[config.mk]
export PLATFORM = sky130hd
export DESIGN_NAME = peer_inventory_table_lru_flat
export DESIGN_NICKNAME = d
export VERILOG_FILES = /design/src/rtl/pit_pkg.sv /design/src/rtl/pit_ifs.sv /design/src/rtl/pit_datapath.sv /design/src/rtl/pit_controller.sv /design/src/rtl/peer_inventory_table_lru.sv /design/src/flat_wrapper.sv
export SDC_FILE = /design/constraint.sdc
export NUM_CORES = 2
export LEC_CHECK = 0
export ABC_AREA = 0
export BUFFER_PORTS_ARGS = -buffer_cell sky130_fd_sc_hd__buf_2
export CAP_MARGIN = 10
export CORE_MARGIN = 2
export CORE_UTILIZATION = 50
export CTS_BUF_LIST = sky130_fd_sc_hd__clkbuf_8
export DETAILED_ROUTE_END_ITERATION = 12
export PLACE_DENSITY = 0.66
export SLEW_MARGIN = 10
export SYNTH_ARGS = -nofsm -noshare
export SYNTH_HDL_FRONTEND = slang
export SYNTH_SLANG_ARGS = --single-unit
export TNS_END_PERCENT = 100
[constraint.sdc]
create_clock -name clk -period 31.9 [get_ports clk]
set_clock_uncertainty 0.15 [all_clocks]
set_input_delay 3.19 -clock clk [delete_from_list [all_inputs] [get_ports clk]]
set_output_delay 3.19 -clock clk [all_outputs]
set_load 0.005 [all_outputs]
[src/rtl/pit_pkg.sv]
// Shared constants, codes and types of the peer inventory table.
package pit_pkg;

  localparam int PEER_SLOTS = 16;
  localparam int SLOT_W = (PEER_SLOTS > 1) ? $clog2(PEER_SLOTS) : 1;
  localparam int CNT_W = $clog2(PEER_SLOTS + 1);
  localparam int MAC_W = 48;
  localparam int TIME_W = 32;

  // operation codes
  localparam logic [1:0] OP_OBSERVE = 2'd0;
  localparam logic [1:0] OP_READ    = 2'd1;
  localparam logic [1:0] OP_CLEAR   = 2'd2;

  // result status codes
  localparam logic [2:0] ST_NEW       = 3'd0;
  localparam logic [2:0] ST_UPDATED   = 3'd1;
  localparam logic [2:0] ST_EVICTED   = 3'd2;
  localparam logic [2:0] ST_READ_OK   = 3'd3;
  localparam logic [2:0] ST_READ_NONE = 3'd4;
  localparam logic [2:0] ST_CLEARED   = 3'd5;

  typedef logic [SLOT_W-1:0] slot_t;

  typedef struct packed {
    logic [MAC_W-1:0]  mac;
    logic signed [7:0] signal;
    logic [3:0]        channel;
    logic [7:0]        length;
    logic              broadcast;
    logic [31:0]       frames;
    logic [TIME_W-1:0] origin_ms;
    logic [TIME_W-1:0] recent_ms;
  } entry_t;

  typedef struct packed {
    logic [1:0]        operation;
    logic [MAC_W-1:0]  source_mac;
    logic signed [7:0] signal_dbm;
    logic [3:0]        radio_channel;
    logic [7:0]        body_length;
    logic              is_broadcast;
    logic [TIME_W-1:0] now_ms;
    logic [3:0]        read_index;
  } item_t;

  typedef struct packed {
    logic  load;
    logic  rd_en;
    slot_t rd_addr;
    logic  commit;
  } ctl_cmd_t;

  typedef struct packed {
    logic out_free;
  } ctl_sts_t;

endpackage

[src/rtl/pit_ifs.sv]
// Request and response channel interfaces of the peer inventory table.
interface pit_req_if;
  logic              valid;
  logic              ready;
  logic [1:0]        operation;
  logic [47:0]       source_mac;
  logic signed [7:0] signal_dbm;
  logic [3:0]        radio_channel;
  logic [7:0]        body_length;
  logic              is_broadcast;
  logic [31:0]       now_ms;
  logic [3:0]        read_index;

  modport source (
    output valid, operation, source_mac, signal_dbm, radio_channel, body_length,
           is_broadcast, now_ms, read_index,
    input  ready
  );
  modport sink (
    input  valid, operation, source_mac, signal_dbm, radio_channel, body_length,
           is_broadcast, now_ms, read_index,
    output ready
  );
endinterface

interface pit_rsp_if;
  logic              valid;
  logic              ready;
  logic [2:0]        status;
  logic [3:0]        slot;
  logic [4:0]        peer_count;
  logic [47:0]       entry_mac;
  logic signed [7:0] entry_signal;
  logic [3:0]        entry_channel;
  logic [7:0]        entry_length;
  logic              entry_broadcast;
  logic [31:0]       entry_frames;
  logic [31:0]       entry_first_seen;
  logic [31:0]       entry_last_seen;

  modport source (
    output valid, status, slot, peer_count, entry_mac, entry_signal, entry_channel,
           entry_length, entry_broadcast, entry_frames, entry_first_seen,
           entry_last_seen,
    input  ready
  );
  modport sink (
    input  valid, status, slot, peer_count, entry_mac, entry_signal, entry_channel,
           entry_length, entry_broadcast, entry_frames, entry_first_seen,
           entry_last_seen,
    output ready
  );
endinterface

[src/rtl/pit_datapath.sv]
// Datapath: slot memory, valid bits, scan trackers, update logic and result register.
module pit_datapath (
  input  logic              clk,
  input  logic              rst,
  input  pit_pkg::item_t    item,
  input  pit_pkg::ctl_cmd_t cmd,
  output pit_pkg::ctl_sts_t sts,
  pit_rsp_if.source         rsp
);
  import pit_pkg::*;

  localparam int CMP_W = (CNT_W > 4) ? CNT_W : 4;

  entry_t                mem [PEER_SLOTS];
  entry_t                rdata;
  logic                  rd_vbit;
  logic                  chk_v;
  slot_t                 chk_idx;
  item_t                 item_q;
  logic [PEER_SLOTS-1:0] valid;
  logic [PEER_SLOTS-1:0] valid_next;
  logic [CNT_W-1:0]      count_q;
  logic [CNT_W-1:0]      count_next;

  logic                  sel_f;
  slot_t                 sel_slot;
  entry_t                sel_entry;
  logic                  free_f;
  slot_t                 free_slot;
  slot_t                 min_slot;
  logic [TIME_W-1:0]     min_time;
  logic [CNT_W-1:0]      seen_n;

  logic                  hit;
  logic                  wr_en;
  slot_t                 wr_slot;
  entry_t                wr_entry;
  logic [2:0]            res_status;
  slot_t                 res_slot;
  entry_t                res_entry;

  logic                  out_valid;
  logic [2:0]            out_status;
  logic [3:0]            out_slot;
  logic [4:0]            out_count;
  entry_t                out_entry;

  // observe matches the MAC, read matches the n-th valid entry
  always_comb begin
    if (item_q.operation == OP_OBSERVE) begin
      hit = rd_vbit && (rdata.mac == item_q.source_mac);
    end else begin
      hit = rd_vbit && (CMP_W'(seen_n) == CMP_W'(item_q.read_index));
    end
  end

  always_comb begin
    wr_en      = 1'b0;
    wr_slot    = sel_slot;
    wr_entry   = sel_entry;
    res_status = ST_READ_NONE;
    res_slot   = '0;
    res_entry  = '0;
    count_next = count_q;
    valid_next = valid;
    case (item_q.operation)
      OP_OBSERVE: begin
        if (sel_f) begin
          res_status = ST_UPDATED;
        end else begin
          wr_slot             = free_f ? free_slot : min_slot;
          res_status          = free_f ? ST_NEW : ST_EVICTED;
          wr_entry.mac        = item_q.source_mac;
          wr_entry.frames     = '0;
          wr_entry.origin_ms  = item_q.now_ms;
          if (free_f) begin
            count_next = count_q + CNT_W'(1);
          end
        end
        wr_entry.signal    = item_q.signal_dbm;
        wr_entry.channel   = item_q.radio_channel;
        wr_entry.length    = item_q.body_length;
        wr_entry.broadcast = item_q.is_broadcast;
        wr_entry.recent_ms = item_q.now_ms;
        if (wr_entry.frames != '1) begin
          wr_entry.frames = wr_entry.frames + 32'd1;
        end
        wr_en               = cmd.commit;
        valid_next[wr_slot] = 1'b1;
        res_slot            = wr_slot;
        res_entry           = wr_entry;
      end
      OP_READ: begin
        if (sel_f) begin
          res_status = ST_READ_OK;
          res_slot   = sel_slot;
          res_entry  = sel_entry;
        end
      end
      OP_CLEAR: begin
        res_status = ST_CLEARED;
        valid_next = '0;
        count_next = '0;
      end
      default: ;
    endcase
  end

  always_ff @(posedge clk) begin
    if (cmd.rd_en) begin
      rdata <= mem[cmd.rd_addr];
    end
    if (wr_en) begin
      mem[wr_slot] <= wr_entry;
    end
  end

  always_ff @(posedge clk) begin
    if (rst) begin
      valid     <= '0;
      count_q   <= '0;
      chk_v     <= 1'b0;
      out_valid <= 1'b0;
      sel_f     <= 1'b0;
      free_f    <= 1'b0;
      seen_n    <= '0;
    end else begin
      chk_v <= cmd.rd_en;
      if (cmd.commit) begin
        valid   <= valid_next;
        count_q <= count_next;
      end
      if (cmd.commit) begin
        out_valid <= 1'b1;
      end else if (rsp.ready) begin
        out_valid <= 1'b0;
      end
      if (cmd.load) begin
        sel_f  <= 1'b0;
        free_f <= 1'b0;
        seen_n <= '0;
      end else if (chk_v) begin
        if (hit && !sel_f) begin
          sel_f <= 1'b1;
        end
        if (!rd_vbit && !free_f) begin
          free_f <= 1'b1;
        end
        if (rd_vbit) begin
          seen_n <= seen_n + CNT_W'(1);
        end
      end
    end
  end

  always_ff @(posedge clk) begin
    if (cmd.load) begin
      item_q <= item;
    end
    if (cmd.rd_en) begin
      chk_idx <= cmd.rd_addr;
      rd_vbit <= valid[cmd.rd_addr];
    end
    if (chk_v) begin
      if (hit && !sel_f) begin
        sel_slot  <= chk_idx;
        sel_entry <= rdata;
      end
      if (!rd_vbit && !free_f) begin
        free_slot <= chk_idx;
      end
      // first slot seeds the minimum; ties keep the lower slot
      if (chk_idx == '0 || rdata.recent_ms < min_time) begin
        min_slot <= chk_idx;
        min_time <= rdata.recent_ms;
      end
    end
    if (cmd.commit) begin
      out_status <= res_status;
      out_slot   <= 4'(res_slot);
      out_count  <= 5'(count_next);
      out_entry  <= res_entry;
    end
  end

  assign sts.out_free = !out_valid || rsp.ready;

  assign rsp.valid            = out_valid;
  assign rsp.status           = out_status;
  assign rsp.slot             = out_slot;
  assign rsp.peer_count       = out_count;
  assign rsp.entry_mac        = out_entry.mac;
  assign rsp.entry_signal     = out_entry.signal;
  assign rsp.entry_channel    = out_entry.channel;
  assign rsp.entry_length     = out_entry.length;
  assign rsp.entry_broadcast  = out_entry.broadcast;
  assign rsp.entry_frames     = out_entry.frames;
  assign rsp.entry_first_seen = out_entry.origin_ms;
  assign rsp.entry_last_seen  = out_entry.recent_ms;

  a_count_matches_valid: assert property (@(posedge clk) disable iff (rst)
    32'(count_q) == $countones(valid))
    else $error("peer count out of step with valid bits");

  a_commit_into_free_reg: assert property (@(posedge clk) disable iff (rst)
    cmd.commit |-> (!out_valid || rsp.ready))
    else $error("result committed over an untaken result");

  a_observe_leaves_entry: assert property (@(posedge clk) disable iff (rst)
    cmd.commit && item_q.operation == OP_OBSERVE |=> count_q != '0)
    else $error("observe left the table empty");

  a_no_scan_during_commit: assert property (@(posedge clk) disable iff (rst)
    cmd.commit |-> !cmd.rd_en && !chk_v)
    else $error("commit while scan still in flight");

endmodule

[src/rtl/pit_controller.sv]
// Controller: sequences accept, slot scan, drain and result commit.
module pit_controller (
  input  logic              clk,
  input  logic              rst,
  input  logic              req_valid,
  input  logic [1:0]        req_op,
  output logic              req_ready,
  input  pit_pkg::ctl_sts_t sts,
  output pit_pkg::ctl_cmd_t cmd
);
  import pit_pkg::*;

  typedef enum logic [1:0] {
    S_IDLE,
    S_SCAN,
    S_DRAIN,
    S_FINISH
  } state_t;

  localparam slot_t LAST_SLOT = SLOT_W'(PEER_SLOTS - 1);

  state_t state;
  slot_t  addr;

  assign req_ready   = (state == S_IDLE);
  assign cmd.load    = req_valid && req_ready;
  assign cmd.rd_en   = (state == S_SCAN);
  assign cmd.rd_addr = addr;
  assign cmd.commit  = (state == S_FINISH) && sts.out_free;

  always_ff @(posedge clk) begin
    if (rst) begin
      state <= S_IDLE;
      addr  <= '0;
    end else begin
      unique case (state)
        S_IDLE: begin
          if (cmd.load) begin
            addr <= '0;
            case (req_op)
              OP_OBSERVE, OP_READ: state <= S_SCAN;
              OP_CLEAR:            state <= S_FINISH;
              default:             state <= S_IDLE;  // drop undefined operation
            endcase
          end
        end
        S_SCAN: begin
          if (addr == LAST_SLOT) begin
            state <= S_DRAIN;
          end else begin
            addr <= addr + SLOT_W'(1);
          end
        end
        S_DRAIN: begin
          state <= S_FINISH;
        end
        S_FINISH: begin
          if (sts.out_free) begin
            state <= S_IDLE;
          end
        end
        default: state <= S_IDLE;
      endcase
    end
  end

endmodule

[src/rtl/peer_inventory_table_lru.sv]
// Top level of the peer inventory table with least-recently-seen replacement.
//
//   channel  dir  handshake      payload
//   req      in   valid/ready    operation, source_mac, signal_dbm, radio_channel,
//                                body_length, is_broadcast, now_ms, read_index
//   rsp      out  valid/ready    status, slot, peer_count, entry_* fields
//
// Observe and read scan all PEER_SLOTS slots before the result: the slot memory's
// single read port walks one slot per cycle, then the drain and finish states follow.
// Clear skips the scan; an undefined operation is taken and gives no result.
// Reset clears the valid bits at once; there is no clearing pass.
// A stalled result holds in the output register while the next request is taken;
// that request then waits in its final cycle until the result is transferred.
module peer_inventory_table_lru (
  input logic     clk,
  input logic     rst,
  pit_req_if.sink   req,
  pit_rsp_if.source rsp
);
  import pit_pkg::*;

  item_t    item;
  ctl_cmd_t cmd;
  ctl_sts_t sts;
  logic     ready;

  assign item.operation     = req.operation;
  assign item.source_mac    = req.source_mac;
  assign item.signal_dbm    = req.signal_dbm;
  assign item.radio_channel = req.radio_channel;
  assign item.body_length   = req.body_length;
  assign item.is_broadcast  = req.is_broadcast;
  assign item.now_ms        = req.now_ms;
  assign item.read_index    = req.read_index;
  assign req.ready          = ready;

  pit_controller u_ctrl (
    .clk       (clk),
    .rst       (rst),
    .req_valid (req.valid),
    .req_op    (req.operation),
    .req_ready (ready),
    .sts       (sts),
    .cmd       (cmd)
  );

  pit_datapath u_dp (
    .clk  (clk),
    .rst  (rst),
    .item (item),
    .cmd  (cmd),
    .sts  (sts),
    .rsp  (rsp)
  );

endmodule

[src/flat_wrapper.sv]
// flat-port wrapper written by rule: the top's interface ports become plain ports
module peer_inventory_table_lru_flat import pit_pkg::*;
  (clk, rst, req_valid, req_operation, req_source_mac, req_signal_dbm, req_radio_channel, req_body_length, req_is_broadcast, req_now_ms, req_read_index, req_ready, rsp_valid, rsp_status, rsp_slot, rsp_peer_count, rsp_entry_mac, rsp_entry_signal, rsp_entry_channel, rsp_entry_length, rsp_entry_broadcast, rsp_entry_frames, rsp_entry_first_seen, rsp_entry_last_seen, rsp_ready);
  pit_req_if req_i ();
  pit_rsp_if rsp_i ();
  input logic clk;
  input logic rst;
  input wire logic [$bits(req_i.valid)-1:0] req_valid;
  input wire logic [$bits(req_i.operation)-1:0] req_operation;
  input wire logic [$bits(req_i.source_mac)-1:0] req_source_mac;
  input wire logic [$bits(req_i.signal_dbm)-1:0] req_signal_dbm;
  input wire logic [$bits(req_i.radio_channel)-1:0] req_radio_channel;
  input wire logic [$bits(req_i.body_length)-1:0] req_body_length;
  input wire logic [$bits(req_i.is_broadcast)-1:0] req_is_broadcast;
  input wire logic [$bits(req_i.now_ms)-1:0] req_now_ms;
  input wire logic [$bits(req_i.read_index)-1:0] req_read_index;
  output wire logic [$bits(req_i.ready)-1:0] req_ready;
  output wire logic [$bits(rsp_i.valid)-1:0] rsp_valid;
  output wire logic [$bits(rsp_i.status)-1:0] rsp_status;
  output wire logic [$bits(rsp_i.slot)-1:0] rsp_slot;
  output wire logic [$bits(rsp_i.peer_count)-1:0] rsp_peer_count;
  output wire logic [$bits(rsp_i.entry_mac)-1:0] rsp_entry_mac;
  output wire logic [$bits(rsp_i.entry_signal)-1:0] rsp_entry_signal;
  output wire logic [$bits(rsp_i.entry_channel)-1:0] rsp_entry_channel;
  output wire logic [$bits(rsp_i.entry_length)-1:0] rsp_entry_length;
  output wire logic [$bits(rsp_i.entry_broadcast)-1:0] rsp_entry_broadcast;
  output wire logic [$bits(rsp_i.entry_frames)-1:0] rsp_entry_frames;
  output wire logic [$bits(rsp_i.entry_first_seen)-1:0] rsp_entry_first_seen;
  output wire logic [$bits(rsp_i.entry_last_seen)-1:0] rsp_entry_last_seen;
  input wire logic [$bits(rsp_i.ready)-1:0] rsp_ready;
  assign req_i.valid = req_valid;
  assign req_i.operation = req_operation;
  assign req_i.source_mac = req_source_mac;
  assign req_i.signal_dbm = req_signal_dbm;
  assign req_i.radio_channel = req_radio_channel;
  assign req_i.body_length = req_body_length;
  assign req_i.is_broadcast = req_is_broadcast;
  assign req_i.now_ms = req_now_ms;
  assign req_i.read_index = req_read_index;
  assign req_ready = req_i.ready;
  assign rsp_valid = rsp_i.valid;
  assign rsp_status = rsp_i.status;
  assign rsp_slot = rsp_i.slot;
  assign rsp_peer_count = rsp_i.peer_count;
  assign rsp_entry_mac = rsp_i.entry_mac;
  assign rsp_entry_signal = rsp_i.entry_signal;
  assign rsp_entry_channel = rsp_i.entry_channel;
  assign rsp_entry_length = rsp_i.entry_length;
  assign rsp_entry_broadcast = rsp_i.entry_broadcast;
  assign rsp_entry_frames = rsp_i.entry_frames;
  assign rsp_entry_first_seen = rsp_i.entry_first_seen;
  assign rsp_entry_last_seen = rsp_i.entry_last_seen;
  assign rsp_i.ready = rsp_ready;
  peer_inventory_table_lru u_core (.clk(clk), .rst(rst), .req(req_i), .rsp(rsp_i));
endmodule
==> flow_summary.json <==
{
  "syn_to_final_growth_pct": 12.0,
  "p_leak_uw": 0.0449,
  "drt_iter0_drc": 7059,
  "via_per_inst": 6.07,
  "core_mm2": 0.253,
  "worstPathArrival_ps": 7110,
  "die_w_um": 508,
  "dp_hpwl_um": 166000,
  "cts_tree": "built",
  "syn_inst": 5756,
  "synthesis.area_mm2": 0.127,
  "start_util_pct": 50.1,
  "grt_max_degree": 126,
  "synth_edf_count": 3303,
  "synthMuxAreaShare_pct": 15.1,
  "io_buffer_count": 289,
  "start_kind": "primary input",
  "gp_congestion": 0.812,
  "setup_viol": 0,
  "synth_top_family_by_area": "multiplexers",
  "multi_input_area_mm2": 0.0260,
  "finalHoldViolCount": 0,
  "syn_area_per_cell_um2": 22.1,
  "drc": 0,
  "yosys_most_used_dff": "edfxtp_1",
  "ys_ff_latch": 3339,
  "synth_xor_area_share_pct": 0.531,
  "die_area_mm2": 0.258,
  "cts_resized": 0,
  "ys_types": 67,
  "cts-root-buf": "clkbuf_8",
  "worst_slew_pin_slew_ps": 1270,
  "seqCellArea_mm2": 0.0999,
  "layout_commonest_cell": "edfxtp_1",
  "antenna_found_initial": 6,
  "ys.warnings.count": 0,
  "synthArstFlopShare_pct": 0,
  "period_share_pct": 20.6,
  "cts_made_buffers": 547,
  "grt_first_pass_wirelength_um": 446000,
  "synth-seq-area-share_pct": 78.6,
  "grt_pass1_vias": 63300,
  "power_density_mw_per_mm2": 66.3,
  "synth_compound_area_share_pct": 1.89,
  "timing.slew.headroom_pct": 15.0,
  "path_max_fanout": 54,
  "fillers": 18600,
  "grt_remaining_overflow": 0,
  "finalWorstPathRequiredPeriod_ps": 6580,
  "grt_setup_unrepaired": "false",
  "drt_wl_total_um": 310000,
  "post_cts_buffers": 0,
  "status": "finished clean",
  "ctsHoldBuffers": 0,
  "dr.pass1.iters": 6,
  "clock_latency_ps": 1090,
  "grt_usage_pct": 24.0,
  "synth_fa_ha_area_share_pct": 0.384,
  "critical_path_class": "in -> reg",
  "synthSimpleGateAreaFrac_pct": 2.46,
  "num_vias": 61700,
  "cp_data_required_time_ps": 32420,
  "wl_per_cell_um": 30.5,
  "rows": 185,
  "die_y_um": 508,
  "reg2reg_depth": 6,
  "pin_count": 290,
  "synthesis.nets": 5906,
  "drive_gt1_share_pct": 28.9,
  "critPathCaptureType": "register",
  "htreeDepth": 6,
  "hp-class": "reg -> reg",
  "tns_ps": 0,
  "maxCapViolations": 0,
  "report.final.slew_viol_count": 0,
  "final_util_pct": 56.2,
  "max_freq_mhz": 152,
  "cts_sinks": 3339,
  "final_cell_mix": "edfxtp_1, mux4_2, clkbuf_8",
  "vdd_drop_max_v": 0.0000377,
  "cts.path.max_buffers": 4,
  "path_clk_slew_ps": 50,
  "ant_nets": 0,
  "hold_slack_ps": 266,
  "worstHoldPathCells": 0,
  "final_nets": 6580
}
## worst max-delay path, cell delays in order
cell and delay (ps):
buf_2 90, nand2b_1 100, nand2_1 60, buf_4 200, inv_8 370, and3_1 290, nand2_1 300, nor2_4 970
buf_4 630, buf_4 760
## report_power, final
group          internal, uW  switching (uW)
registers              5110            97.3
logic                   335             592
clock network          1680            1630
## cell type report
class	instances	share of cell area [%]
flip-flops and latches	3339	70.2
multi-input cells	2075	18.3
clock buffers	566	5.47
well taps	3366	2.96
repair buffers	420	1.83
clock inverters	350	1.13
inverters	47	0.129
diodes	3	0.00527
## metrics by stage
step	setup WS, ps	std cells	power, uW	area, um^2
6_report	25320	10200	9430	142000
3_3_place_gp	24180	9244	6210	133000
5_1_grt	25150	10200	9770	142000
2_1_floorplan	17740	5756	5870	127000
3_5_place_dp	24120	9247	6230	133000
4_1_cts	25310	10200	9510	142000
## synthesized netlist by cell type, types with 23 or more instances
master	instances	area, um^2
xnor2_1	28	245
ha_1	39	488
dfxtp_1	36	721
nor2b_1	44	275
buf_2	39	195
a22o_1	36	315
edfxtp_1	3303	99200
nand4_1	28	175
a21oi_1	66	330
a22oi_1	87	653
mux2i_1	38	380
nor2_1	196	736
nand2_1	320	1200
xor2_1	49	429
nor4_1	23	144
o21ai_0	41	205
clkbuf_1	178	668
mux2_2	73	822
a211oi_1	39	293
inv_1	46	173
buf_1	76	285
mux4_2	797	17900
## logic make-up (layout without fill, tap and decap cells)
kind of cell    Yosys count  count (layout)
buf+inv                 342            1383
mux                     908             908
compound gates          346             346
xor+xnor                 77              77
simple gates            705             705
other cells               0               3
fa+ha+maj                39              39
flops                  3339            3339
## registers in the layout, summed over array words and instances (netlist names), 16 cells and up
name	flops
u_core.u_dp.item_q	107
u_core.u_dp.min_time	32
u_core.u_dp.rsp.entry_mac	48
u_core.u_dp.rdata	165
u_core.u_dp.rsp.entry_first_seen	32
u_core.u_dp.mem	2640
u_core.u_dp.sel_entry	165
u_core.u_dp.valid	16
u_core.u_dp.rsp.entry_last_seen	32
u_core.u_dp.rsp.entry_frames	32
## metal layers
metal,vias to the layer above,GRT usage [%],part of all wire (%)
li1,25400,-,-
met3,467,3.99,6.8
met5,-,0,0
met4,0,8.37,3.2
met1,33200,33.3,40
met2,2642,38.9,50
## path summary, 6_finish.rpt
check             slack (ps)                   endpoint             startpoint
setup / recovery       25320     u_core.u_dp.mem[3][28]              rsp_ready
hold / removal           270  u_core.u_dp.sel_entry[80]  u_core.u_dp.rdata[80]
setup reg to reg       26180     u_core.u_dp.rdata[118]  u_core.u_ctrl.addr[0]
hold reg to reg          270  u_core.u_dp.sel_entry[80]  u_core.u_dp.rdata[80]
Power figures use the tool's default switching activity.
